File: config.mk
export PLATFORM = sky130hd
export DESIGN_NAME = touch_swipe_long_press_detector_core_flat
export DESIGN_NICKNAME = d
export VERILOG_FILES = /design/src/tsld_pkg.sv /design/src/tsld_if.sv /design/src/touch_swipe_long_press_detector_core.sv /design/src/flat_wrapper.sv
export SDC_FILE = /design/constraint.sdc
export NUM_CORES = 1
export LEC_CHECK = 0
export ABC_AREA = 1
export BUFFER_PORTS_ARGS = -buffer_cell sky130_fd_sc_hd__buf_4
export CAP_MARGIN = 20
export CORE_MARGIN = 2
export CORE_UTILIZATION = 45
export DETAILED_ROUTE_END_ITERATION = 7
export SLEW_MARGIN = 20
export SYNTH_ARGS = -nofsm -noshare
export SYNTH_HDL_FRONTEND = slang
export SYNTH_SLANG_ARGS = --single-unit
File: constraint.sdc
create_clock -name i_clk -period 5.56 [get_ports i_clk]
set_clock_uncertainty 0.15 [all_clocks]
set_input_delay 1.112 -clock i_clk [delete_from_list [all_inputs] [get_ports i_clk]]
set_output_delay 1.112 -clock i_clk [all_outputs]
set_load 0.01 [all_outputs]
File: src/tsld_pkg.sv
`default_nettype none

package tsld_pkg;

    localparam int COORD_BITS_DEF = 12;
    localparam int TICK_BITS_DEF  = 16;

    localparam int AREA_BITS   = 12;
    localparam int LPT_BITS    = 16;
    localparam int RPT_BITS    = 12;
    localparam int CFG_IDX_BITS  = 3;
    localparam int CFG_DATA_BITS = 16;

    typedef logic [1:0] t_mode;
    typedef logic [2:0] t_gesture;
    typedef logic [CFG_IDX_BITS-1:0] t_cfg_idx;

    localparam t_mode MODE_DOWN  = 2'd0;
    localparam t_mode MODE_ABORT = 2'd1;
    localparam t_mode MODE_UP    = 2'd2;
    localparam t_mode MODE_TICK  = 2'd3;

    localparam t_gesture G_LONG  = 3'd0;
    localparam t_gesture G_RIGHT = 3'd1;
    localparam t_gesture G_LEFT  = 3'd2;
    localparam t_gesture G_DOWN  = 3'd3;
    localparam t_gesture G_UP    = 3'd4;

    localparam t_cfg_idx REG_AREA_LEFT   = 3'd0;
    localparam t_cfg_idx REG_AREA_TOP    = 3'd1;
    localparam t_cfg_idx REG_AREA_WIDTH  = 3'd2;
    localparam t_cfg_idx REG_AREA_HEIGHT = 3'd3;
    localparam t_cfg_idx REG_SWIPE_MIN   = 3'd4;
    localparam t_cfg_idx REG_LP_TICKS    = 3'd5;

    localparam logic [AREA_BITS-1:0] RST_AREA_LEFT   = 12'd0;
    localparam logic [AREA_BITS-1:0] RST_AREA_TOP    = 12'd0;
    localparam logic [AREA_BITS-1:0] RST_AREA_WIDTH  = 12'd240;
    localparam logic [AREA_BITS-1:0] RST_AREA_HEIGHT = 12'd240;
    localparam logic [AREA_BITS-1:0] RST_SWIPE_MIN   = 12'd80;
    localparam logic [LPT_BITS-1:0]  RST_LP_TICKS    = 16'd1000;

endpackage

`default_nettype wire

File: src/tsld_if.sv
`default_nettype none

interface tsld_in_if #(
    parameter int COORD_BITS = tsld_pkg::COORD_BITS_DEF
);
    logic                  valid;
    logic                  ready;
    tsld_pkg::t_mode       mode;
    logic [COORD_BITS-1:0] point_x;
    logic [COORD_BITS-1:0] point_y;

    modport source (output valid, output mode, output point_x, output point_y, input ready);
    modport sink   (input valid, input mode, input point_x, input point_y, output ready);
endinterface

interface tsld_out_if;
    logic                               valid;
    logic                               ready;
    tsld_pkg::t_gesture                 gesture;
    logic [tsld_pkg::RPT_BITS-1:0]      report_x;
    logic [tsld_pkg::RPT_BITS-1:0]      report_y;

    modport source (output valid, output gesture, output report_x, output report_y, input ready);
    modport sink   (input valid, input gesture, input report_x, input report_y, output ready);
endinterface

interface tsld_cfg_if;
    logic                               valid;
    logic                               ready;
    tsld_pkg::t_cfg_idx                 index;
    logic [tsld_pkg::CFG_DATA_BITS-1:0] data;

    modport source (output valid, output index, output data, input ready);
    modport sink   (input valid, input index, input data, output ready);
endinterface

`default_nettype wire

File: src/touch_swipe_long_press_detector_core.sv
// An accepted item passes through the input register and then the result register.
// Throughput: one item per cycle while the result side is ready.
// A result waiting on a stalled output still lets one more item into the input register.
// Reset: synchronous, active low; clears pressed flag, tick counter, valids and
// loads the register defaults (area 0,0 240x240, min distance 80, 1000 ticks).
`default_nettype none

module touch_swipe_long_press_detector_core #(
    parameter int COORD_BITS = tsld_pkg::COORD_BITS_DEF,
    parameter int TICK_BITS  = tsld_pkg::TICK_BITS_DEF
) (
    input  wire          i_clk,
    input  wire          i_rst_n,
    tsld_in_if.sink      i_item,
    tsld_out_if.source   o_result,
    tsld_cfg_if.sink     i_cfg
);

    localparam int AB = tsld_pkg::AREA_BITS;
    localparam int XW = (COORD_BITS > AB) ? COORD_BITS : AB;
    localparam int CW = XW + 1;
    localparam int FW = ((COORD_BITS + 3) > AB) ? (COORD_BITS + 3) : AB;
    localparam int KW = (TICK_BITS > tsld_pkg::LPT_BITS) ? TICK_BITS : tsld_pkg::LPT_BITS;

    // configuration
    logic [AB-1:0]                 r_area_left, r_area_top, r_area_width, r_area_height;
    logic [AB-1:0]                 r_swipe_min;
    logic [tsld_pkg::LPT_BITS-1:0] r_lp_ticks;

    // input stage
    logic                  r_in_valid;
    tsld_pkg::t_mode       r_mode;
    logic [COORD_BITS-1:0] r_x, r_y;

    // gesture state
    logic                  r_pressed, n_pressed;
    logic [COORD_BITS-1:0] r_press_x, r_press_y;
    logic [TICK_BITS-1:0]  r_hold, n_hold;

    // result stage
    logic                           r_out_valid;
    tsld_pkg::t_gesture             r_gesture, n_gesture;
    logic [tsld_pkg::RPT_BITS-1:0]  r_rep_x, r_rep_y, n_rep_x, n_rep_y;
    logic                           n_emit;

    logic advance, process;
    logic [COORD_BITS-1:0] dx, dy;
    logic [TICK_BITS-1:0]  hold_inc;
    logic in_area, moved, horiz, small_x, small_y, fire;

    assign advance        = !r_out_valid || o_result.ready;
    assign process        = r_in_valid && advance;
    assign i_item.ready   = !r_in_valid || advance;
    assign i_cfg.ready    = 1'b1;

    assign o_result.valid    = r_out_valid;
    assign o_result.gesture  = r_gesture;
    assign o_result.report_x = r_rep_x;
    assign o_result.report_y = r_rep_y;

    always_comb begin
        dx = (r_press_x > r_x) ? (r_press_x - r_x) : (r_x - r_press_x);
        dy = (r_press_y > r_y) ? (r_press_y - r_y) : (r_y - r_press_y);
        in_area = (CW'(r_x) >= CW'(r_area_left))
               && (CW'(r_x) <  CW'(r_area_left) + CW'(r_area_width))
               && (CW'(r_y) >= CW'(r_area_top))
               && (CW'(r_y) <  CW'(r_area_top) + CW'(r_area_height));
        moved   = (r_x != r_press_x) || (r_y != r_press_y);
        horiz   = dx > dy;
        small_x = (FW'(dx) < FW'(r_swipe_min))
               && ((FW'(dx) << 2) + FW'(dx) < FW'(r_area_width));
        small_y = (FW'(dy) < FW'(r_swipe_min))
               && ((FW'(dy) << 2) + FW'(dy) < FW'(r_area_height));
        hold_inc = (r_hold == {TICK_BITS{1'b1}}) ? r_hold : r_hold + 1'b1;
        fire     = KW'(hold_inc) >= KW'(r_lp_ticks);
    end

    always_comb begin
        n_pressed = r_pressed;
        n_hold    = r_hold;
        n_emit    = 1'b0;
        n_gesture = tsld_pkg::G_LONG;
        n_rep_x   = '0;
        n_rep_y   = '0;
        unique case (r_mode)
            tsld_pkg::MODE_DOWN: begin
                n_pressed = 1'b1;
                n_hold    = '0;
            end
            tsld_pkg::MODE_ABORT: begin
                n_pressed = 1'b0;
                n_hold    = '0;
            end
            tsld_pkg::MODE_TICK: begin
                if (r_pressed) begin
                    n_hold = hold_inc;
                    if (fire) begin
                        n_pressed = 1'b0;
                        n_hold    = '0;
                        n_emit    = 1'b1;
                    end
                end
            end
            tsld_pkg::MODE_UP: begin
                n_pressed = 1'b0;
                n_hold    = '0;
                n_rep_x   = tsld_pkg::RPT_BITS'(r_x);
                n_rep_y   = tsld_pkg::RPT_BITS'(r_y);
                if (r_pressed && in_area && moved) begin
                    if (horiz) begin
                        n_emit    = !small_x;
                        n_gesture = (r_x > r_press_x) ? tsld_pkg::G_RIGHT : tsld_pkg::G_LEFT;
                    end else begin
                        n_emit    = !small_y;
                        n_gesture = (r_y > r_press_y) ? tsld_pkg::G_DOWN : tsld_pkg::G_UP;
                    end
                end
            end
            default: begin
                n_emit = 1'b0;
            end
        endcase
    end

    always_ff @(posedge i_clk) begin
        if (!i_rst_n) begin
            r_area_left   <= tsld_pkg::RST_AREA_LEFT;
            r_area_top    <= tsld_pkg::RST_AREA_TOP;
            r_area_width  <= tsld_pkg::RST_AREA_WIDTH;
            r_area_height <= tsld_pkg::RST_AREA_HEIGHT;
            r_swipe_min   <= tsld_pkg::RST_SWIPE_MIN;
            r_lp_ticks    <= tsld_pkg::RST_LP_TICKS;
        end else if (i_cfg.valid) begin
            unique case (i_cfg.index)
                tsld_pkg::REG_AREA_LEFT:   r_area_left   <= i_cfg.data[AB-1:0];
                tsld_pkg::REG_AREA_TOP:    r_area_top    <= i_cfg.data[AB-1:0];
                tsld_pkg::REG_AREA_WIDTH:  r_area_width  <= i_cfg.data[AB-1:0];
                tsld_pkg::REG_AREA_HEIGHT: r_area_height <= i_cfg.data[AB-1:0];
                tsld_pkg::REG_SWIPE_MIN:   r_swipe_min   <= i_cfg.data[AB-1:0];
                tsld_pkg::REG_LP_TICKS:    r_lp_ticks    <= i_cfg.data[tsld_pkg::LPT_BITS-1:0];
                default: begin
                end
            endcase
        end
    end

    always_ff @(posedge i_clk) begin
        if (!i_rst_n) begin
            r_in_valid  <= 1'b0;
            r_out_valid <= 1'b0;
            r_pressed   <= 1'b0;
            r_hold      <= '0;
        end else begin
            if (i_item.ready) begin
                r_in_valid <= i_item.valid;
            end
            if (advance) begin
                r_out_valid <= process && n_emit;
            end
            if (process) begin
                r_pressed <= n_pressed;
                r_hold    <= n_hold;
            end
        end
    end

    always_ff @(posedge i_clk) begin
        if (i_item.valid && i_item.ready) begin
            r_mode <= i_item.mode;
            r_x    <= i_item.point_x;
            r_y    <= i_item.point_y;
        end
        if (process && r_mode == tsld_pkg::MODE_DOWN) begin
            r_press_x <= r_x;
            r_press_y <= r_y;
        end
        if (advance) begin
            r_gesture <= n_gesture;
            r_rep_x   <= n_rep_x;
            r_rep_y   <= n_rep_y;
        end
    end

endmodule

`default_nettype wire

File: src/flat_wrapper.sv
// flat-port wrapper written by rule: the top's interface ports become plain ports
module touch_swipe_long_press_detector_core_flat 
#(
    parameter int COORD_BITS = tsld_pkg::COORD_BITS_DEF,
    parameter int TICK_BITS  = tsld_pkg::TICK_BITS_DEF
)
  (i_clk, i_rst_n, i_item_valid, i_item_mode, i_item_point_x, i_item_point_y, i_item_ready, o_result_valid, o_result_gesture, o_result_report_x, o_result_report_y, o_result_ready, i_cfg_valid, i_cfg_index, i_cfg_data, i_cfg_ready);
  tsld_in_if #(.COORD_BITS(COORD_BITS)) i_item_i ();
  tsld_out_if o_result_i ();
  tsld_cfg_if i_cfg_i ();
  input  wire i_clk;
  input  wire i_rst_n;
  input wire logic [$bits(i_item_i.valid)-1:0] i_item_valid;
  input wire logic [$bits(i_item_i.mode)-1:0] i_item_mode;
  input wire logic [$bits(i_item_i.point_x)-1:0] i_item_point_x;
  input wire logic [$bits(i_item_i.point_y)-1:0] i_item_point_y;
  output wire logic [$bits(i_item_i.ready)-1:0] i_item_ready;
  output wire logic [$bits(o_result_i.valid)-1:0] o_result_valid;
  output wire logic [$bits(o_result_i.gesture)-1:0] o_result_gesture;
  output wire logic [$bits(o_result_i.report_x)-1:0] o_result_report_x;
  output wire logic [$bits(o_result_i.report_y)-1:0] o_result_report_y;
  input wire logic [$bits(o_result_i.ready)-1:0] o_result_ready;
  input wire logic [$bits(i_cfg_i.valid)-1:0] i_cfg_valid;
  input wire logic [$bits(i_cfg_i.index)-1:0] i_cfg_index;
  input wire logic [$bits(i_cfg_i.data)-1:0] i_cfg_data;
  output wire logic [$bits(i_cfg_i.ready)-1:0] i_cfg_ready;
  assign i_item_i.valid = i_item_valid;
  assign i_item_i.mode = i_item_mode;
  assign i_item_i.point_x = i_item_point_x;
  assign i_item_i.point_y = i_item_point_y;
  assign i_item_ready = i_item_i.ready;
  assign o_result_valid = o_result_i.valid;
  assign o_result_gesture = o_result_i.gesture;
  assign o_result_report_x = o_result_i.report_x;
  assign o_result_report_y = o_result_i.report_y;
  assign o_result_i.ready = o_result_ready;
  assign i_cfg_i.valid = i_cfg_valid;
  assign i_cfg_i.index = i_cfg_index;
  assign i_cfg_i.data = i_cfg_data;
  assign i_cfg_ready = i_cfg_i.ready;
  touch_swipe_long_press_detector_core #(.COORD_BITS(COORD_BITS), .TICK_BITS(TICK_BITS)) u_core (.i_clk(i_clk), .i_rst_n(i_rst_n), .i_item(i_item_i), .o_result(o_result_i), .i_cfg(i_cfg_i));
endmodule
# ---- Yosys cells after proc, flatten, opt, wreduce, memory -nomap -nowiden
# Cells that the tools add are included.
dict set report word_totals {
  reg_bits 172
  input_bits 50
  output_inout_bits 30
  elab_cells 100
}
dict set report op_classes {
  addsub 9
  order_cmp 14
  eq_ne 12
  muxes 17
  n_reduce_logical 30
}
# operator n
set op_table {}
lappend op_table {{$gt A12 B12 Y1} 5}
lappend op_table {{$mux W16} 3}
lappend op_table {{$sub A12 B12 Y12} 4}
lappend op_table {{$pmux W16 S2} 1}
lappend op_table {{$add A14 B12 Y15} 2}
lappend op_table {{$lt A15 B12 Y1} 2}
lappend op_table {{$add A12 B12 Y13} 2}
lappend op_table {{$lt A12 B13 Y1} 2}
lappend op_table {{$ge A12 B12 Y1} 2}
lappend op_table {{$lt A12 B12 Y1} 2}
lappend op_table {{$mux W12} 2}
lappend op_table {{$ne A12 B12 Y1} 2}
lappend op_table {{$add A16 B1 Y16 const B} 1}
lappend op_table {{$eq A16 B16 Y1 const B} 1}
lappend op_table {{$ge A16 B16 Y1} 1}
lappend op_table {{$reduce_and A2 Y1} 8}
lappend op_table {{$logic_and A1 B1 Y1} 11}
lappend op_table {{$eq A3 B2 Y1 const B} 2}
lappend op_table {{$eq A3 B3 Y1 const B} 2}
lappend op_table {{$mux W1} 6}
lappend op_table {{$mux W3} 2}
lappend op_table {{$eq A2 B2 Y1 const B} 2}
lappend op_table {{$logic_not A1 Y1} 4}
lappend op_table {{$eq A3 B1 Y1 const B} 1}
lappend op_table {{other kinds (10)} 12}

# ---- Depth between registers and ports, before layout
# Gate-level depths: netlist of run 1.
dict set report depth {
  depth_word 10
  ltp_mapped 37
  ltp_nobuf 35
}

# ---- Worst setup path before layout of run 1
# Ideal clock, no wire load.
dict set report synth_path {
  kind {reg-to-reg}
  start {register u_core.r_press_y[0]}
  end {register u_core.r_out_valid (netlist: u_core.o_result.valid)}
  setup_time_ns 0.148
  arrival_ns 4.416
  required_time_ns 5.262
  setup_slack_ns 0.847
  stages_incl_launch_ff 36
  path_buffers 1
  synth_period_minus_slack_ns 4.713
  cell_sequence {edfxtp_1 inv_1 ha_1 inv_1 fa_1 nand2_1 nand2_2 nand2_2 nand3_4 nand2_4 buf_8 inv_2 nand2_1 o21ai_0 a32oi_1 xor2_1 inv_1 ha_1 nand2_1 inv_1 nand3_1 o2111ai_1 xor2_1 ha_1 a21oi_1 o221ai_1 nand2_1 nand3_1 a31oi_1 nand3_1 nor2_1 nand2_1 nand3_1 nand2_1 nand2_1 a21oi_2}
}
dict set report synth_between {
  elab_chain_len 10
  elab_cells_between_ends 17
  classes_between {add/sub (3); order compare (4); eq/ne (1); mux (4); reduce/logical (5)}
}
# item line_no
set synth_lines {}
lappend synth_lines {{start, declared} touch_swipe_long_press_detector_core.sv:37} ;# logic [COORD_BITS-1:0] r_press_x, r_press_y;
lappend synth_lines {{start signal, assigned} touch_swipe_long_press_detector_core.sv:175} ;# r_press_y <= r_y;
lappend synth_lines {{$sub A12 B12 Y12 / $gt A12 B12 Y1 (equally long branches)} touch_swipe_long_press_detector_core.sv:63} ;# dy = (r_press_y > r_y) ? (r_press_y - r_y) : (r_y - r_press_y);
lappend synth_lines {{$mux W12} touch_swipe_long_press_detector_core.sv:63}
lappend synth_lines {{$add A14 B12 Y15} touch_swipe_long_press_detector_core.sv:73} ;# && ((FW'(dy) << 2) + FW'(dy) < FW'(r_area_height));
lappend synth_lines {{$lt A15 B12 Y1} touch_swipe_long_press_detector_core.sv:73}
lappend synth_lines {{$logic_and A1 B1 Y1} touch_swipe_long_press_detector_core.sv:73}
lappend synth_lines {{$logic_not A1 Y1} touch_swipe_long_press_detector_core.sv:114} ;# n_emit = !small_y;
lappend synth_lines {{$mux W1} touch_swipe_long_press_detector_core.sv:110} ;# if (horiz) begin
lappend synth_lines {{$mux W1 (*)} touch_swipe_long_press_detector_core.sv:109} ;# if (r_pressed && in_area && moved) begin
lappend synth_lines {{$pmux W1 S2 (*)} touch_swipe_long_press_detector_core.sv:85} ;# unique case (r_mode)
lappend synth_lines {{$logic_and A1 B1 Y1 (*)} touch_swipe_long_press_detector_core.sv:158} ;# r_out_valid <= process && n_emit;
lappend synth_lines {{end signal, assigned} touch_swipe_long_press_detector_core.sv:158}
lappend synth_lines {{end, declared} touch_swipe_long_press_detector_core.sv:41} ;# logic r_out_valid;
# Every way passes the cells marked *; elsewhere a longest branch is shown, timed or not.
# A chain may end at the register's enable or synchronous reset.

# ---- Worst setup path in the final report of run 1
dict set report layout_path {
  start {register u_core.r_press_x[0]}
  end {register u_core.r_out_valid (netlist: u_core.o_result.valid)}
}
dict set report layout_between {
  elab_chain_len 10
  elab_cells_between_ends 17
  classes_between {add/sub (3); order compare (4); eq/ne (1); mux (4); reduce/logical (5)}
}
# item line_no
set layout_lines {}
lappend layout_lines {{start, declared} touch_swipe_long_press_detector_core.sv:37}
lappend layout_lines {{start signal, assigned} touch_swipe_long_press_detector_core.sv:174} ;# r_press_x <= r_x;
lappend layout_lines {{$sub A12 B12 Y12 / $gt A12 B12 Y1 (equally long branches)} touch_swipe_long_press_detector_core.sv:62} ;# dx = (r_press_x > r_x) ? (r_press_x - r_x) : (r_x - r_press_x);
lappend layout_lines {{$mux W12} touch_swipe_long_press_detector_core.sv:62}
lappend layout_lines {{$add A14 B12 Y15} touch_swipe_long_press_detector_core.sv:71} ;# && ((FW'(dx) << 2) + FW'(dx) < FW'(r_area_width));
lappend layout_lines {{$lt A15 B12 Y1} touch_swipe_long_press_detector_core.sv:71}
lappend layout_lines {{$logic_and A1 B1 Y1} touch_swipe_long_press_detector_core.sv:71}
lappend layout_lines {{$logic_not A1 Y1} touch_swipe_long_press_detector_core.sv:111} ;# n_emit = !small_x;
lappend layout_lines {{$mux W1} touch_swipe_long_press_detector_core.sv:110}
lappend layout_lines {{$mux W1 (*)} touch_swipe_long_press_detector_core.sv:109}
lappend layout_lines {{$pmux W1 S2 (*)} touch_swipe_long_press_detector_core.sv:85}
lappend layout_lines {{$logic_and A1 B1 Y1 (*)} touch_swipe_long_press_detector_core.sv:158}
# Marks and branches as above.

==> impl_metrics.yaml, run 1 <==
sta:
  setup_viol: 0
  period_minus_slack_ns: 5.15
  setup_tns_ns: 0
  holdWs_ns: 0.319
  hold_viol_final: 0
  relSlewSlack: 0.406
  period_share: 0.926
  tightest_slew_ns: 0.886
  max_freq_mhz: 194
  final_max_slew_viol_count: 0
power_and_ir_drop:
  p_leak_nw: 8.00
  vdd_drop_max_mv: 0.188
  pwr_density_cell_mw_per_mm2: 266
logic_synthesis:
  synth_top_family_by_area: "simple AND/OR/NAND/NOR gates"
  synth_cell_types: 59
  synth-edff-count: 77
  synthMuxAreaShare: 0.00214
  avgSynthCellArea_um2: 7.71
  yosys_warnings: 0
  synthSimpleGateAreaFrac: 0.207
  synth_xor_xnor_area_share: 0.0443
  ys_seq_area_frac: 0.300
  postSynthCellCount: 1821
  syn-num-nets: 2087
  synthArstFlopShare: 0
  netlist_area_mm2: 0.0140
  synth_compound_area_frac: 0.148
  ys_ff_latch: 172
  synthAdderAreaFrac: 0.196
  synth_flop_cell: "dfxtp_1"
critical_path:
  crit_family: "simple AND/OR/NAND/NOR gates"
  crit_path_frequent_cell: "inv_1"
  worst-path-buf-inv: 5
  crit_fanout: 7
  worst_path_max_delay_cell: "fa_1"
  start_kind: "register"
  worstPathArrival_ns: 5.30
  critPathRequiredTime_ns: 5.71
  end_kind: "register"
  critPathMaxStageDelay_ns: 0.45
  worstSetupPathType: "reg -> reg"
floorplan:
  start_util: 0.458
  die_w_um: 181
  core_mm2: 0.0307
  dieArea_mm2: 0.0326
  die_y_um: 181
  rows: 64
  io-pin-count: 80
place:
  place_area_mm2: 0.0151
  portBuffers: 78
  placedCellCount: 2283
  globalplace.congestion: 0.942
  dp_hpwl_mm: 30.4
clocking:
  clkTransAtPathRegs_ns: 0.07
  clk_latency_ns: 0.44
  clk_path_buf_depth: 2
  holdBufCountCts: 0
  cts_tree: "done"
  numCtsBuffers: 17
  clock-sinks: 172
  root_buffer: "clkbuf_16"
  htree_num_levels: 4
routing:
  dr.pass1.iters: 7
  drt-initial-drc-count: 1022
  num_vias: 12400
  wl_mm: 38.6
  vias_per_cell: 5.29
  wl_per_cell_um: 16.5
  drc_errors: 0
  drtAntennaViolNets: 0
job:
  max-cap-violations: 0
cells_and_area:
  n_antenna_cell: 0
  reg_top3: "u_core.r_hold: 16 flops, u_core.r_lp_ticks: 16 flops"
  finalInstanceArea_mm2: 0.0159
  drive_gt1_frac: 0.131
  final_cells: 2340
  syn2layout_area_growth_pct: 13.5
  fin_nets: 2198
global_routing:
  grt_use_total: 0.235
  grt_pass1_wl_mm: 60.8
  grt_max_degree: 78
  antenna_found_initial: 0
  overflow: 0
  grt_pass1_vias: 11500
hold_path:
  holdCritPathClass: "reg -> reg"
status:
  status: "completed"
[stage by stage]
stage,power [mW],setup slack (ns),utilization
2_1_floorplan,2.61,0.847,-
3_3_place_gp,2.98,0.381,0.492
3_5_place_dp,3.01,0.242,0.492
4_1_cts,4.19,0.228,0.511
5_1_grt,4.53,-0.0144,0.520
6_report,4.24,0.411,0.520
[layer usage]
layer / routed length, µm / part of all wire / up-vias / GRT usage
met5: 0 / 0 / - / 0
met2: 17100 / 0.44 / 349 / 0.371
met4: 590 / 0.015 / 0 / 0.0565
met1: 18500 / 0.48 / 5759 / 0.338
li1: - / - / 6237 / -
met3: 2410 / 0.062 / 41 / 0.0327
[tightest hold or removal path: stages, from the launching register on]
cell     delay [ns]
dfxtp_1        0.30
inv_1          0.07
a21oi_1        0.06
[final timing paths]
check                             from  cells past startpoint                     to  slack (ns)
setup / recovery   u_core.r_press_x[0]                     31  u_core.o_result.valid        0.41
hold / removal    u_core.r_lp_ticks[4]                      2   u_core.r_lp_ticks[4]        0.32
setup reg to reg   u_core.r_press_x[0]                     31  u_core.o_result.valid        0.41
hold reg to reg   u_core.r_lp_ticks[4]                      2   u_core.r_lp_ticks[4]        0.32
[cell families after synthesis]
group,count (synthesis)
flops,172
mux,3
buf+inv,366
compound gates,371
simple gates,621
fa+ha+maj,216
xor+xnor,71
other cells,1
[cells in the final DEF, fill, tap and decap left out, types with 7 or more instances in the layout]
cell,instances
a211oi_1,9
a21oi_1,179
a22oi_1,15
buf_4,124
clkbuf_16,18
dfxtp_1,95
edfxtp_1,77
ha_1,204
inv_1,315
inv_2,15
nand2_1,330
nand2_2,29
nand2_4,14
nand3_1,62
nand4_1,27
nor2_1,113
nor3_1,14
o211ai_1,19
o21a_1,7
o21ai_0,103
xnor2_1,23
xor2_1,48
[power breakdown]
group	total [mW]	internal, mW	switching [mW]
sequential	1.40	1.37	0.0322
clock	1.18	0.653	0.529
combinational	1.65	0.639	1.01
total	4.24	2.66	1.57
[synthesized netlist by cell type (15+ instances only)]
| master | instances | share of area |
|---|---|---|
| o21ai_0 | 104 | 0.037 |
| nand4_1 | 27 | 0.012 |
| inv_1 | 314 | 0.084 |
| dfxtp_1 | 95 | 0.14 |
| a22oi_1 | 15 | 0.0080 |
| edfxtp_1 | 77 | 0.16 |
| o211ai_1 | 19 | 0.010 |
| clkbuf_1 | 22 | 0.0059 |
| nand2_1 | 330 | 0.088 |
| nor3_1 | 16 | 0.0057 |
| xor2_1 | 48 | 0.030 |
| xnor2_1 | 23 | 0.014 |
| nand3_1 | 62 | 0.022 |
| inv_2 | 15 | 0.0040 |
| nand2_4 | 15 | 0.012 |
| ha_1 | 210 | 0.19 |
| nor2_1 | 114 | 0.030 |
| nand2_2 | 29 | 0.013 |
| a21oi_1 | 180 | 0.064 |
[what timing repair did]
action / in CTS / in global routing
resized for setup: 0 / 15
buffers inserted: 0 / 25
endpoints found under the setup margin: 0 / 1
[cell type report]
cell class              count  area, µm²
clock buffers              21        472
clock inverters            10       87.6
fillers                  2981      14700
inverters                 333       1260
multi-input cells        1284       8480
flip-flops and latches    172       4210
well taps                 396        495
repair buffers            124        931
(Power assumes the default switching activity.)
==> run 2, diff against run 1 <==
--- a/config.mk
+++ b/config.mk
@@ -11,4 +11,5 @@
 export CORE_MARGIN = 2
 export CORE_UTILIZATION = 45
+export CTS_BUF_LIST = sky130_fd_sc_hd__clkbuf_8
 export DETAILED_ROUTE_END_ITERATION = 7
 export SLEW_MARGIN = 20
==> constraint.sdc (replaced) <==
create_clock -name i_clk -period 5.56 [get_ports i_clk]
set_clock_uncertainty 0.15 [all_clocks]
set_input_delay 0.278 -clock i_clk [delete_from_list [all_inputs] [get_ports i_clk]]
set_output_delay 0.278 -clock i_clk [all_outputs]
set_load 0.01 [all_outputs]
==> impl_metrics.yaml, run 2 (synthesis gave the netlist of run 1 again) <==
status:
  status: "completed"
global_routing:
  overflow: 0
  grt_max_degree: 78
  use_met2: 0.375
  grt_pass1_wl_mm: 61.2
  antenna_found_initial: 0
  grt_util_met3: 0.0372
  grt_use_met1: 0.338
  grt_use_total: 0.236
  grt_pass1_vias: 11700
  grt_busiest_layer: "met2"
critical_path:
  rr_worst_depth: 36
  crit_fanout: 11
  worst-path-buf-inv: 5
  worstPathArrival_ns: 5.36
  r2r-end: "u_core.o_result.valid"
  worst_path_max_delay_cell: "edfxtp_1"
  crit_path_frequent_cell: "nand2_1"
  r2r_slack_ns: 0.41
  worstReg2RegStart: "u_core.r_press_y[0]"
  critPathRequiredTime_ns: 5.77
  crit_family: "simple AND/OR/NAND/NOR gates"
  cp-startpoint: "u_core.r_press_y[0]"
  end_kind: "register"
  critPathMaxStageDelay_ns: 0.42
  start_kind: "register"
  worstSetupPathType: "reg -> reg"
routing:
  wl_per_cell_um: 16.3
  drt-initial-drc-count: 948
  wl_mm: 38.7
  vias_per_cell: 5.25
  dr.pass1.iters: 6
  drc_errors: 0
  drtAntennaViolNets: 0
  num_vias: 12500
clocking:
  clk_path_buf_depth: 2
  clkTransAtPathRegs_ns: 0.10
  htree_num_levels: 4
  numCtsBuffers: 17
  cts_tree: "done"
  clock-sinks: 172
  root_buffer: "clkbuf_8"
  clk_latency_ns: 0.49
sta:
  fin_ws_ns: 0.413
  hold_viol_final: 0
  setup_viol: 0
  relSlewSlack: 0.404
  period_minus_slack_ns: 5.15
  max_freq_mhz: 194
  tightest_slew_ns: 0.889
  setup_tns_ns: 0
  holdWs_ns: 0.0196
  period_share: 0.926
  final_max_slew_viol_count: 0
job:
  max-cap-violations: 0
floorplan:
  die_w_um: 181
  dieArea_mm2: 0.0326
  start_util: 0.458
  rows: 64
  io-pin-count: 80
  core_mm2: 0.0307
  die_y_um: 181
power_and_ir_drop:
  p_leak_nw: 8.08
  vdd_drop_max_mv: 0.162
  pwr_density_cell_mw_per_mm2: 246
hold_path:
  hold_end: "u_core.r_lp_ticks[1]"
  hold_depth: 3
  min_from: "i_cfg_data[1]"
  holdCritPathClass: "in -> reg"
place:
  portBuffers: 78
  place_area_mm2: 0.0151
  dp_slack_ns: 0.242
  dp_hpwl_mm: 30.4
  globalplace.congestion: 0.942
cells_and_area:
  syn2layout_area_growth_pct: 15.0
  layout_common_cells: "330 x nand2_1, 317 x inv_1, 204 x ha_1, 179 x a21oi_1, 121 x buf_4"
  n_antenna_cell: 0
  drive_gt1_frac: 0.127
  utilization: 0.526
  fin_nets: 2236
  final_common_cell: "nand2_1"
  reg_top3: "u_core.r_hold: 16 flops, u_core.r_lp_ticks: 16 flops"
  finalInstanceArea_mm2: 0.0161
==> run 2: cell count changes in the layout (fill, tap and decap cells not counted), sizes merged <==
cell         delta
dlygate4sd3    +41
buf             -3
inv             +2
clkbuf          -3
bufinv          +1
==> run 2: report_power, final <==
part | switching, mW | leakage (nW) | internal [mW]
Combinational | 1.01 | 6.31 | 0.654
Clock | 0.492 | 0.204 | 0.405
Sequential | 0.0325 | 1.57 | 1.37
Total | 1.54 | 8.08 | 2.43
==> run 2: stage by stage <==
stage	power, mW	cells
6_report	3.97	2378
5_1_grt	4.26	2378
4_1_cts	3.93	2355
3_5_place_dp	3.01	2283
3_3_place_gp	2.98	2283
2_1_floorplan	2.61	1821
==> run 2: per-layer routing <==
layer  part of all wire  wire, µm  up-vias
li1                   -         -     6304
met1               0.47     18300     5783
met3              0.065      2530       39
met5                  0         0        -
met4              0.015       588        0
met2               0.45     17300      369
==> run 2: layout make-up <==
cell class / instances / area (µm²)
clock inverters: 13 / 125
well taps: 396 / 495
clock buffers: 18 / 248
inverters: 333 / 1260
repair buffers: 162 / 1320
multi-input cells: 1284 / 8480
fillers: 2981 / 14500
flip-flops and latches: 172 / 4210
==> run 2: tightest hold or removal path, cell delays in order <==
cell     delay, ns
buf_4         0.14
o21ai_0       0.09
a21oi_1       0.10
==> run 2: timing repair <==
| action | CTS | global route |
|---|---|---|
| gates resized for setup | 0 | 15 |
| buffers inserted | 0 | 22 |
| hold buffers | 41 | 0 |
| endpoints found under the setup margin | 0 | 1 |
| hold endpoints to repair | 60 | 0 |
==> run 2: worst max path at each step <==
stage                             to  cells past startpoint
5_1_grt        u_core.o_result.valid                     36
3_3_place_gp   u_core.o_result.valid                     34
6_report       u_core.o_result.valid                     36
4_1_cts        u_core.o_result.valid                     34
2_1_floorplan  u_core.o_result.valid                     35
3_5_place_dp   u_core.o_result.valid                     34
==> run 3, diff against run 2 <==
- ABC_AREA: 1 -> default
- BUFFER_PORTS_ARGS: -buffer_cell sky130_fd_sc_hd__buf_4 -> default
- DONT_BUFFER_PORTS: default -> 1
==> impl_metrics.yaml, run 3 <==
global_routing:
  grt_use_total: 0.238
  grt_max_degree: 99
  antenna_found_initial: 2
  overflow: 0
  grt_pass1_wl_mm: 58.0
  grt_pass1_vias: 11000
logic_synthesis:
  netlist_area_mm2: 0.0135
  postSynthCellCount: 1513
  ys_ff_latch: 172
  yosysMostFrequentCell: "ha_1"
  syn-num-nets: 1779
  synth_top_area_frac: 0.195
  synth.top_cells.by_count: "210 x ha_1, 195 x nand2_1, 161 x inv_1"
  synth-edff-count: 77
  avgSynthCellArea_um2: 8.89
  synth_flop_cell: "dfxtp_1"
  synthArstFlopShare: 0
  yosys_warnings: 0
  synth.largest_area_cell: "ha_1"
  yosys-top-cells-area: "ha_1 20%, edfxtp_1 17%, dfxtp_1 14%, nand2_1 5.4%, inv_1 4.5%"
  synth_cell_types: 88
  ys_seq_area_frac: 0.313
power_and_ir_drop:
  p_leak_nw: 7.13
  pwr_density_cell_mw_per_mm2: 234
  vdd_drop_max_mv: 0.138
critical_path:
  worstSetupPathType: "reg -> reg"
  rr_worst_depth: 24
  critPathRequiredTime_ns: 5.81
  end_kind: "register"
  crit_path_frequent_cell: "a41o_1"
  crit_chain: "ha_4, nand4_1, buf_4, nor3_1, a21oi_4, buf_4, mux2i_4, xnor2_2, inv_1, ha_4, ha_2, or2_2, a41o_1, a41o_1, o31a_1, xor2_1, ha_1, and3_4, o2111ai_2, a21oi_2, nor3_2, nand2_1, or4_1, a41o_1"
  r2r_slack_ns: -0.18
  worstReg2RegStart: "u_core.r_y[8]"
  worst_path_max_delay_cell: "edfxtp_1"
  r2r-end: "u_core.o_result.valid"
  start_kind: "register"
  worstPathArrival_ns: 5.99
  critPathMaxStageDelay_ns: 0.47
  crit_fanout: 6
clocking:
  clkTransAtPathRegs_ns: 0.11
  cts_tree: "done"
  htree_num_levels: 4
  root_buffer: "clkbuf_8"
  clock-sinks: 172
  clk_path_buf_depth: 2
  clk_latency_ns: 0.49
  numCtsBuffers: 17
place:
  dp_hpwl_mm: 27.7
  portBuffers: 0
  globalplace.congestion: 0.920
  place_area_mm2: 0.0148
  placedCellCount: 2001
sta:
  relSlewSlack: 0.353
  period_share: 1.03
  final_max_slew_viol_count: 0
  hold_viol_final: 0
  max_freq_mhz: 174
  fin_ws_ns: -0.181
  setup_viol: 1
  rsz0062_at_grt: "true"
  period_minus_slack_ns: 5.74
  tightest_slew_ns: 0.967
floorplan:
  rows: 63
  io-pin-count: 80
  die_y_um: 177
  die_w_um: 177
  start_util: 0.455
  core_mm2: 0.0296
  dieArea_mm2: 0.0313
status:
  violations: "setup timing"
  status: "finished with violations"
cells_and_area:
  fillers: 2660
  drive_gt1_frac: 0.160
  syn2layout_area_growth_pct: 20.6
  seqCellArea_mm2: 0.00421
  finalInstanceArea_mm2: 0.0162
  final_common_cell: "ha_1"
  multi_input_area_mm2: 0.00874
  fin_nets: 1971
  layout_common_cells: "198 x ha_1, 194 x nand2_1, 161 x inv_1, 150 x buf_4, 95 x dfxtp_1"
  reg_top3: "u_core.r_hold: 16 flops, u_core.r_lp_ticks: 16 flops"
  final_cells: 2108
routing:
  top_layer_used: "met4"
  drc_errors: 0
  route.met2.wl_mm: 16.8
  drtAntennaViolNets: 0
  wl_mm: 36.9
  routed-wl-met3_mm: 1.86
  routedLengthMet1_mm: 17.5
  wl_per_cell_um: 17.5
  drt-initial-drc-count: 705
  num_vias: 11400
  dr.pass1.iters: 7
  vias_per_cell: 5.41
hold_path:
  holdCritPathClass: "in -> reg"
  hold_depth: 2
  min_from: "i_rst_n"
  hold_end: "u_core.r_lp_ticks[7]"
job:
  max-cap-violations: 0
run 3: cell types whose count changed after synthesis, moves of 20 or more:
cell / before / now
o21ai_0: 104 / 51
nand3_1: 62 / 32
nor2_1: 114 / 57
inv_1: 314 / 161
nor2b_1: 0 / 28
xor2_1: 48 / 28
nand2_2: 29 / 0
and2_1: 0 / 34
nand2_1: 330 / 195
nand2b_1: 0 / 23
a21oi_1: 180 / 90
a21o_1: 5 / 48
a21boi_0: 4 / 78
run 3: worst max-delay path by stage:
stage                             start               endpoint  slack [ns]  depth (start not counted)
finish                    u_core.r_y[8]  u_core.o_result.valid       -0.18                         24
global route              u_core.r_y[9]  u_core.o_result.valid       -0.41                         25
CTS                 u_core.r_press_y[0]  u_core.o_result.valid       -0.01                         29
detailed placement  u_core.r_press_y[0]  u_core.o_result.valid       -0.34                         26
global placement    u_core.r_press_y[0]  u_core.o_result.valid       -0.20                         26
floorplan           u_core.r_press_y[0]  u_core.o_result.valid       0.001                         26
run 3: layer usage:
| layer | GRT usage | vias to the layer above |
|---|---|---|
| met1 | 0.330 | 5368 |
| met4 | 0.0706 | 0 |
| met5 | 0 | - |
| met2 | 0.384 | 274 |
| li1 | - | 5707 |
| met3 | 0.0331 | 47 |
run 3: repair_timing:
item	CTS	global route
endpoints found under the setup margin	1	1
hold buffers	56	0
cloned	0	0
pin swaps	16	21
buffers inserted	3	15
endpoints found under the hold margin	120	0
gates resized for setup	20	33
run 3: area by class of cell:
cell class	count	share of cell area
Multi-Input combinational cell	1140	0.538
Sequential cell	172	0.260
Timing Repair Buffer	210	0.108
Inverter	164	0.0379
Tap cell	390	0.0301
Clock buffer	18	0.0153
Clock inverter	13	0.0103
Antenna cell	1	0.000154
run 3: kinds of logic after synthesis:
| kind of cell | after synthesis | synth area share |
|---|---|---|
| flops | 172 | 0.313 |
| fa+ha+maj | 219 | 0.206 |
| xor+xnor | 68 | 0.0454 |
| simple gates | 442 | 0.158 |
| buf+inv | 201 | 0.0573 |
| compound gates | 394 | 0.207 |
| mux | 16 | 0.0125 |
| other cells | 1 | 0.000279 |
run 3: worst max-delay path, delay by kind of cell, from the launching register on:
kind | cells | cell delay (ns)
AOI/OAI and AO/OA | 7 | 1.32
xor gates and xnor gates | 2 | 0.29
adders and majority gates | 4 | 0.94
buffers and inverters | 3 | 0.48
DFF | 1 | 0.47
muxes | 1 | 0.19
and+or+nand+nor | 7 | 1.83
run 3: power breakdown:
| group | internal (mW) | total [mW] | switching, mW |
|---|---|---|---|
| clock network | 0.461 | 0.992 | 0.530 |
| logic | 0.708 | 1.43 | 0.720 |
| registers | 1.36 | 1.39 | 0.0304 |
run 3: stage by stage:
step | total power, mW | setup TNS [ns] | hold slack (ns) | setup WS, ns | util
final | 3.81 | -0.181 | 0.00541 | -0.181 | 0.549
after global placement | 2.67 | -0.198 | 0.227 | -0.198 | 0.501
after global routing | 4.04 | -0.406 | 0.0334 | -0.406 | 0.549
after detailed placement | 2.68 | -0.341 | 0.227 | -0.341 | 0.501
after CTS | 3.76 | -0.0126 | 0.0000753 | -0.0126 | 0.538
after floorplan | 2.28 | 0 | 0.227 | 0.00125 | -
